<file path="src/cse_ram.sv">
// ----------------------------------------------------------------------------
// Spline table RAM
// Simple dual-port synchronous RAM, one write and one registered read port.
// ----------------------------------------------------------------------------
module cse_ram #(
    parameter int WIDTH = 32,
    parameter int DEPTH = 64
) (
    input  logic                     i_clk,
    input  logic                     i_we,
    input  logic [$clog2(DEPTH)-1:0] i_waddr,
    input  logic [WIDTH-1:0]         i_wdata,
    input  logic [$clog2(DEPTH)-1:0] i_raddr,
    output logic [WIDTH-1:0]         o_rdata
);

    logic [WIDTH-1:0] r_mem [DEPTH];
    logic [WIDTH-1:0] r_rdata;

    always_ff @(posedge i_clk) begin
        if (i_we) begin
            r_mem[i_waddr] <= i_wdata;
        end
        r_rdata <= r_mem[i_raddr];
    end

    assign o_rdata = r_rdata;

endmodule

</file>
<file path="config.mk">
export PLATFORM = sky130hd
export DESIGN_NAME = cse_ram
export DESIGN_NICKNAME = d
export VERILOG_FILES = /design/src/cse_ram.sv
export SDC_FILE = /design/constraint.sdc
export NUM_CORES = 2
export LEC_CHECK = 0
export ABC_CLOCK_PERIOD_IN_PS = 3900
export BUFFER_PORTS_ARGS = -buffer_cell sky130_fd_sc_hd__buf_2
export CORE_AREA = 5 5 368 370
export CTS_CLUSTER_SIZE = 16
export DETAILED_ROUTE_END_ITERATION = 12
export DIE_AREA = 0 0 373 375
export PLACE_DENSITY = 0.76
export SETUP_SLACK_MARGIN = 0.15
export SYNTH_ARGS = -nofsm -noshare
export SYNTH_HDL_FRONTEND = slang
export SYNTH_SLANG_ARGS = --single-unit
</file>
<file path="constraint.sdc">
create_clock -name i_clk -period 3.9 [get_ports i_clk]
set_clock_uncertainty 0.15 [all_clocks]
set_input_delay 0.195 -clock i_clk [delete_from_list [all_inputs] [get_ports i_clk]]
set_output_delay 0.195 -clock i_clk [all_outputs]
set_load 0.01 [all_outputs]
</file>
==> metrics.md <==
| Metric | Value |
|---|---|
| Status | finished, final reports clean |
| Vias in the first global route | just under 40000 |
| Clock latency on the worst-skew pair | roughly 0.84 ns |
| Hold buffer count at cts | 25 |
| Worst-Margin Slew | between 1 and 1.5 ns |
| Fmax | around 330 MHz |
| Largest family of logic cells by synthesized area | multiplexers |
| Worst path required time | 4.43 ns |
| Nets@finish | about 3700 |
| Gr ovfl total | 0 |
| P_leak | between 0.02 and 0.03 µW |
| Synthesized flop and latch total | around 2100 |
| Final setup fails | 0 |
| Max-cap violations | 0 |
| Num CTS Buffers | 195 |
| Adder-Cell Fraction of Synth Area | 0% |
| Syn nets | ~3400 |
| Most area-hungry cell type in the Yosys netlist | edfxtp_1 |
| Synth Area in Compound Gates | 1.67% |
| Hold WC Path Type | in2reg |
| Final min period | between 3 and 4 ns |
| Worst Path Arrival | approximately 3.6 ns |
| Routed Antenna Nets | 0 |
| Crit-path max FO | 39 |
| CTS max path bufs | 3 |
| Post-synthesis cell count | between 3000 and 4000 |
| Full die area | about 140000 µm² |
| R2R Setup Slk | 1.37 ns |
| Mux cell area share after synthesis | 16.8% |
| Iter 0 DRT Violations | about 5700 |
| Starting Density | between 50 and 60% |
| Final wirelength | about 200000 µm |
| Asr flop ratio synth | 0% |
| Clock sink total | approximately 2100 |
| EDFF count, synth | 2048 |
| Synth Flop Type | edfxtp_1 |
| Synth top cells by count | 2048 x edfxtp_1, 544 x mux4_2, 137 x nor2_1 |
| Post-CTS sizing | 0 |
| Post-synthesis simple-gate area fraction | 1.27% |
| Synth Area in XOR/XNOR | 0% |
| Origin of the worst min-delay path | i_wdata[17] |
| Die W | about 370 µm |
| Worst r2r dst | o_rdata[7]$_DFF_P_ |
| Mapped Area | a little under 80000 µm² |
| Most common cell in the netlist | edfxtp_1 |
| CP endpoint kind | flop |
| DRC viols | 0 |
| DR vias | slightly below 40000 |
| Synth Warn # | 0 |
| Dpl hpwl | 108000 µm |
| Hold EP | r_mem[3][17]$_DFFE_PP_ |
| Drt first pass iters | 7 |
| Power density over the cells | around 510 nW/µm² |
| Average cell area after synthesis | about 24 µm² |
| Area contributors post-synth | edfxtp_1 78%, mux4_2 16%, mux2i_1 1.2% |
| TNS Setup | 0 ns |
| PortBufs | 77 |
| Rel. slew slack | between 10% and 20% |
| Io pins | 78 |
| Clock transition at path regs | ~0.06 ns |
| Distinct cells, synth | 34 |
| Post-layout util | roughly two thirds |
| Max Slew Vio Count | 0 |
| Cell row count | 134 |
| Die H | 375 µm |
| First-pass GRT wire length | around 290000 µm |
| Placed cell count | between 5000 and 6000 |
| Share of the synthesized area in the top cell type | between 70% and 80% |
| Core area | between 100000 and 150000 µm² |
| Final hold vios | 0 |
| Setup Buffers After CTS | 0 |
| Period utilisation layout | 77.9% |
| Area growth syn-to-layout | 13.2% |
| CTS tree | done |
| Sequential fraction of the synthesis area | roughly four fifths |
| Setup crit start | i_raddr[1] |
| WS Path Type | in2reg |
| Antenna violations before repair | 9 |
| Cell count of the worst reg-to-reg path | 4 |
| R2r startpoint | r_mem[34][7]$_DFFE_PP_ |
| Tot GR Track Use | ~29% |
| Worst vdd ir | about 0.5 mV |
| Htree depth | 4 |
| Final Power | around 45000 µW |
| GPL Wtd Cong | roughly 0.81 |
| Startpoint types | input pin |
| Largest net degree at the start of global routing | 71 |
| Avg Vias per Cell | 6.99 |
| Finished Layout Cells | around 5600 |
| Drt wl/cell | approximately 36 µm |
| Share of cells above drive strength 1 | between 30% and 40% |
| RSZ-0062 raised after global routing | false |
| Hold path depth | 1 |
| Root buffer cell | clkbuf_16 |
[worst max-delay path by stage]
stage                                   endpoint
after floorplan           r_mem[48][0]$_DFFE_PP_
after global placement        o_rdata[7]$_DFF_P_
after detailed placement      o_rdata[7]$_DFF_P_
after CTS                     o_rdata[7]$_DFF_P_
after global routing          o_rdata[7]$_DFF_P_
final                         o_rdata[7]$_DFF_P_
[layout by cell type, fill, tap and decap left out, drive strengths merged, types with 7 or more instances in the layout]
cell,n
nor2b,15
mux4,544
a311oi,8
a22oi,12
edfxtp,2048
buf,247
o22ai,84
nand2,26
clkbuf,249
clkinv,86
a21oi,62
nor2,137
bufinv,11
o221ai,27
clkinvlp,9
dlygate4sd3,25
dfxtp,32
mux2i,93
nand2b,8
nor3,7
inv,9
[per-layer routing]
metal  wire (µm)  vias to the layer above  track usage, %
met4        8970                       10            11.2
met3       23000                      489            6.42
met1       71100                    20400            40.3
met2       96600                     3029            45.2
met5          63                        -               0
li1            -                    14800               -
[stage by stage]
stage               hold WS (ns)  area [µm²]  setup slack [ns]
floorplan                  0.144       78500             0.395
global placement           0.424       82500             0.459
detailed placement         0.440       82500             0.548
CTS                      0.00227       88800             0.928
global route              0.0430       88800             0.927
finish                    0.0126       88900             0.861
[logic make-up after synthesis]
group / after synthesis
buffers and inverters: 182
AOI/OAI and AO/OA: 202
and+or+nand+nor: 223
DFF: 2080
muxes: 637
[report_power, final]
| group | switching, µW | total (µW) | internal, µW |
|---|---|---|---|
| registers | 126 | 24900 | 24800 |
| logic | 1440 | 2300 | 867 |
| clock network | 8170 | 18300 | 10100 |
| total | 9740 | 45500 | 35700 |
[area by class of cell]
class / instances / area (µm²)
clock inverter: 115 / 991
clock buffer: 249 / 5150
sequential: 2080 / 62100
fill: 7741 / 43400
antenna: 4 / 10.0
tap: 1768 / 2210
timing repair buffer: 272 / 2380
multi-input combinational: 1062 / 16000
[state kept, by name (all words and copies together) (netlist names)]
signal	flops
r_mem	2048
o_rdata	32
[worst max-delay path, stage by stage]
cell and delay, ns:
dlygate4sd3_1 0.56, buf_8 0.28, buf_12 0.32, buf_4 0.36, mux4_2 0.36, mux4_2 0.55, o22ai_1 0.71, nor2_1 0.12
No activity file was read; power rests on OpenSTA's default activity.
