`src/cse_pkg.sv`:
```
// ----------------------------------------------------------------------------
// Cubic spline evaluator package
// Shared types and fixed widths for the spline evaluator blocks.
// ----------------------------------------------------------------------------
package cse_pkg;

    localparam int OUT_W = 32;   // Q16.16 field width
    localparam int ACC_W = 48;   // Horner accumulator width
    localparam int DX_W  = 33;   // exact offset from knot
    localparam int HALF_W = ACC_W / 2;
    localparam int PP_W  = HALF_W + DX_W;
    localparam int PROD_W = ACC_W + DX_W;
    localparam int CFG_W = 7;
    localparam logic [CFG_W-1:0] KNOT_COUNT_RESET = 7'd2;

    localparam logic signed [ACC_W-1:0] ACC_MAX = {1'b0, {(ACC_W-1){1'b1}}};
    localparam logic signed [ACC_W-1:0] ACC_MIN = {1'b1, {(ACC_W-1){1'b0}}};
    localparam logic signed [OUT_W-1:0] OUT_MAX = {1'b0, {(OUT_W-1){1'b1}}};
    localparam logic signed [OUT_W-1:0] OUT_MIN = {1'b1, {(OUT_W-1){1'b0}}};

    typedef enum logic [1:0] {
        FN_LOAD   = 2'd0,
        FN_VALUE  = 2'd1,
        FN_DERIV1 = 2'd2,
        FN_DERIV2 = 2'd3
    } t_func;

    typedef struct packed {
        t_func              func;
        logic [5:0]         entry_index;
        logic signed [31:0] knot_pos;
        logic signed [31:0] coef_a;
        logic signed [31:0] coef_b;
        logic signed [31:0] coef_c;
        logic signed [31:0] coef_d;
        logic signed [31:0] query_pos;
    } t_in_item;

    typedef struct packed {
        logic signed [31:0] result_value;
        logic               out_of_range;
        logic               saturated;
        logic [5:0]         segment;
    } t_out_item;

    typedef enum logic [2:0] {
        MUL_IDLE,
        MUL_ABS,
        MUL_LO,
        MUL_HI,
        MUL_RND
    } t_mul_op;

    typedef enum logic [3:0] {
        S_IDLE,
        S_BOUND0,
        S_BOUND1,
        S_SEARCH,
        S_FETCH,
        S_ABS,
        S_LO,
        S_HI,
        S_RND,
        S_ADD,
        S_FIN
    } t_state;

endpackage

```
`src/cse_mulq.sv`:
```
// ----------------------------------------------------------------------------
// Fixed point multiplier
// Sign-magnitude 48x33 multiply in two halves, round and saturate to 48 bits.
// ----------------------------------------------------------------------------
module cse_mulq
    import cse_pkg::*;
#(
    parameter int FRAC_BITS = 16
) (
    input  logic                    i_clk,
    input  t_mul_op                 i_op,
    input  logic signed [ACC_W-1:0] i_acc,
    input  logic signed [DX_W-1:0]  i_dx,
    output logic signed [ACC_W-1:0] o_prod,
    output logic                    o_sat
);

    logic              r_neg;
    logic [ACC_W-1:0]  r_ma;
    logic [DX_W-1:0]   r_mb;
    logic [PROD_W-1:0] r_prod;
    logic [ACC_W-1:0]  r_res;
    logic              r_sat;

    logic [HALF_W-1:0] mul_a;
    logic [PP_W-1:0]   pp;
    logic [PROD_W:0]   rnd_sum;
    logic [PROD_W:0]   mag;
    logic [PROD_W:0]   lim;

    always_comb begin
        mul_a   = (i_op == MUL_HI) ? r_ma[ACC_W-1:HALF_W] : r_ma[HALF_W-1:0];
        pp      = mul_a * r_mb;
        rnd_sum = {1'b0, r_prod} + ((PROD_W+1)'(1) << (FRAC_BITS - 1));
        mag     = rnd_sum >> FRAC_BITS;
        lim     = r_neg ? (PROD_W+1)'(ACC_MAX) + (PROD_W+1)'(1) : (PROD_W+1)'(ACC_MAX);
    end

    always_ff @(posedge i_clk) begin
        unique case (i_op)
            MUL_ABS: begin
                r_neg <= i_acc[ACC_W-1] ^ i_dx[DX_W-1];
                r_ma  <= i_acc[ACC_W-1] ? ACC_W'(-i_acc) : ACC_W'(i_acc);
                r_mb  <= i_dx[DX_W-1] ? DX_W'(-i_dx) : DX_W'(i_dx);
            end
            MUL_LO: begin
                r_prod <= PROD_W'(pp);
            end
            MUL_HI: begin
                r_prod <= r_prod + {pp, {HALF_W{1'b0}}};
            end
            MUL_RND: begin
                if (mag > lim) begin
                    r_sat <= 1'b1;
                    r_res <= r_neg ? ACC_MIN : ACC_MAX;
                end else begin
                    r_sat <= 1'b0;
                    r_res <= r_neg ? ACC_W'(-mag[ACC_W-1:0]) : mag[ACC_W-1:0];
                end
            end
            default: begin
            end
        endcase
    end

    assign o_prod = r_res;
    assign o_sat  = r_sat;

endmodule

```
`config.mk`:
```
export PLATFORM = sky130hd
export DESIGN_NAME = cse_mulq
export DESIGN_NICKNAME = d
export VERILOG_FILES = /design/src/cse_pkg.sv /design/src/cse_mulq.sv
export SDC_FILE = /design/constraint.sdc
export NUM_CORES = 2
export LEC_CHECK = 0
export ABC_CLOCK_PERIOD_IN_PS = 16800
export BUFFER_PORTS_ARGS = -buffer_cell sky130_fd_sc_hd__buf_2
export CORE_MARGIN = 2
export CORE_UTILIZATION = 57
export CTS_BUF_LIST = sky130_fd_sc_hd__clkbuf_8 sky130_fd_sc_hd__clkbuf_16
export CTS_CLUSTER_SIZE = 25
export DETAILED_ROUTE_END_ITERATION = 10
export PLACE_DENSITY = 0.74
export RECOVER_POWER = 25
export SKIP_CTS_REPAIR_TIMING = 1
export SLEW_MARGIN = 20
export SYNTH_ARGS = -nofsm -noshare
export SYNTH_HDL_FRONTEND = slang
export SYNTH_SLANG_ARGS = --single-unit
```
`constraint.sdc`:
```
create_clock -name i_clk -period 16.8 [get_ports i_clk]
set_clock_uncertainty 0.05 [all_clocks]
set_input_delay 3.36 -clock i_clk [delete_from_list [all_inputs] [get_ports i_clk]]
set_output_delay 3.36 -clock i_clk [all_outputs]
set_load 0.05 [all_outputs]
```
==> flow_summary_export.csv <==
group,metric,value,unit
run_status,status,"complete, but fails checks",
run_status,violations,"capacitance limit, slew limit",
sta,timing.final.ws_setup,2.50,ns
worst_setup_path,crit_start,"i_op[1]",
placed_design,io_buffers,133,
floorplanning,core_region_area,0.0716,sq mm
grt,overflow,0,
synth,synthTopCellsByCount,"inv_1, nand2_1, fa_1, ha_1, and2_1",
clocking,cts_tree,"done",
clocking,path_clk_slew,0.09,ns
sta,period_share,85.1,%
routing,drtIter0Drc,2876,
synth,async_flop_share,0,%
routing,routed_wl,114000,microns
synth,synth.distinct_cells,80,
layout,n_antenna_cell,0,
grt,grt_antenna_before_repair,10,
sta,finalHoldViolations,0,
synth,syn-instance-count,4667,
grt,grt_pass1_wl,184000,microns
clocking,cts_buffers,17,
floorplanning,chipHeight,273,microns
layout,syn_to_final_growth,5.35,%
synth,ys_seq_area_share,14.3,%
placed_design,dp.cells,5589,
synth,synth_top_flop_cell,"edfxtp_1",
placed_design,dpl.hpwl,91200,microns
sta,tightest_slew,3.30,ns
synth,synth_seq_cells,197,
worst_hold_path,hold_depth,3,
clocking,clkSinkCount,197,
sta,rsz0062_at_grt,"no",
routing,wl_met1,44500,microns
worst_setup_path,crit_fanout,22,
clocking,clockRootBuffer,"clkbuf_16",
worst_hold_path,whs_endpoint,"r_prod[24]$_DFFE_PN_",
layout,drive_above_1_share,5.84,%
clocking,clock_latency,0.53,ns
routing,route.vias.total,33100,
routing,wl_met3,8850,microns
placed_design,place_ws,2.29,ns
routing,dr.max_layer_used,"met5",
grt,grt_max_degree,90,
sta,setup_violations,0,
worst_setup_path,worstReg2RegStart,"r_ma[14]$_DFFE_PN_",
routing,first_pass_iters,7,
synth,synth_top_area_cell,"fa_1",
worst_setup_path,rr_endpoint,"r_prod[80]$_SDFFCE_PN0N_",
routing,wl_per_cell,20.3,microns
sta,slew_headroom,-120,%
routing,vias_per_cell,5.89,
worst_setup_path,rrSetupSlack,6.00,ns
worst_setup_path,slowest_delay,0.76,ns
flow_run,maxCapViolCount,4,
floorplanning,ios,134,
floorplanning,dieArea,0.0746,sq mm
clocking,htreeDepth,4,
grt,track_usage,31.9,%
grt,grt_pass1_vias,33600,
layout,num-nets-final,5722,
worst_setup_path,r2r_cells,36,
worst_setup_path,crit_path_end_kind,"register",
sta,fin_setup_tns,0,ns
worst_setup_path,worst_setup_path_start_kind,"primary input",
floorplanning,start_util,57.6,%
worst_hold_path,hold_path.class,"reg -> reg",
floorplanning,die_w,273,microns
floorplanning,num_rows,98,
synth,yosysMostFrequentCell,"inv_1",
sta,slew_viol_final,193,
sta,max_freq,0.0699,GHz
worst_hold_path,hold_start,"r_prod[24]$_DFFE_PN_",
placed_design,gp_congestion,0.985,
synth,syn_nets,5730,
synth,synth_area_per_cell,8.84,sq um
routing,drc,0,
sta,period_minus_slack,14.30,ns
synth,synth_warnings,0,
worst_setup_path,required,17.03,ns
synth,syn_area,0.0413,sq mm
clocking,cts_buffer_depth,2,
worst_setup_path,crit_arrival,14.53,ns
synth,synth_edf_count,197,
layout,stdcell_count,5622,
synth,synth_top_cells_by_area,"fa_1, edfxtp_1, ha_1, inv_1, nand2_1",
routing,drtAntennaViolNets,0,
routing,wl_met2,54300,microns
worst_setup_path,worstSetupPathType,"in -> reg",
synth,synth_top_area_share,33.0,%
worst_setup_path,crit_slowest_cell,"nand2_1",
[worst max path at each step]
| stage | endpoint | slack (ns) | depth (start not counted) |
|---|---|---|---|
| 2_1_floorplan | r_prod[77]$_SDFFCE_PN0N_ | 1.03 | 42 |
| 3_3_place_gp | r_prod[80]$_SDFFCE_PN0N_ | 2.11 | 40 |
| 3_5_place_dp | r_prod[80]$_SDFFCE_PN0N_ | 2.29 | 39 |
| 4_1_cts | r_prod[80]$_SDFFCE_PN0N_ | 2.81 | 40 |
| 5_1_grt | r_prod[80]$_SDFFCE_PN0N_ | 1.79 | 40 |
| 6_report | r_prod[80]$_SDFFCE_PN0N_ | 2.50 | 40 |
[cell type report]
cell class                 count  area, sq um
clock buffer                  17          425
clock inverter                15          223
fill                        6243        28100
inverter                     811         3040
multi-input combinational   3429        31500
sequential                   197         5920
tap                          950         1190
timing repair buffer         203         1180
[logic make-up after synthesis]
family                     Yosys count  synth area share, %
and+or+nand+nor                   1561                 18.7
buffers and inverters             1041                 9.51
adders and majority gates          978                 42.0
AOI/OAI and AO/OA                  639                 9.95
xor gates and xnor gates           228                 4.87
DFF                                197                 14.3
muxes                               23                0.585
[registers in the layout, indices dropped and copies added (netlist names)]
name    count
r_ma       48
r_mb       33
r_neg       1
o_prod     48
o_sat       1
r_prod     66
[routing by layer]
| layer | track usage [%] | up-vias |
|---|---|---|
| met5 | 0 | - |
| li1 | - | 14900 |
| met1 | 41.9 | 16400 |
| met3 | 4.66 | 374 |
| met2 | 51.9 | 1482 |
| met4 | 15.5 | 4 |
[worst max-delay path: cells and delay by family]
kind,cells,cell delay (ns)
AO/OA/AOI/OAI,13,3.44
XOR/XNOR,1,0.32
adder cells (fa/ha/maj),9,4.32
buffers and inverters,8,0.47
multiplexers,1,0.06
AND/OR/NAND/NOR,8,2.53
[stage by stage]
stage,hold WS (ns),instance area (sq um),util (%)
2_1_floorplan,0.662,41300,-
3_3_place_gp,0.785,42800,59.8
3_5_place_dp,0.788,42800,59.8
4_1_cts,0.808,43500,60.7
5_1_grt,0.870,43500,60.7
6_report,0.809,43500,60.7
[layout by cell type (no fill, tap or decap), types with 66 or more instances in the layout]
cell      Yosys  final
nand2_1     682    677
and2_1      280    279
a21oi_1     169    169
fa_1        681    681
buf_2        11    127
nor2_1      143    143
nand3_1      76     76
nor2b_1     114    114
o21ai_0     157    157
ha_1        297    297
xor2_1       71     71
xnor2_1     156    156
inv_1       811    811
a21o_1      115    115
buf_4         0     66
edfxtp_1    197    197
Power is not shown: default switching activity piles up to over one toggle a cycle in this logic, so the estimate is an artifact.
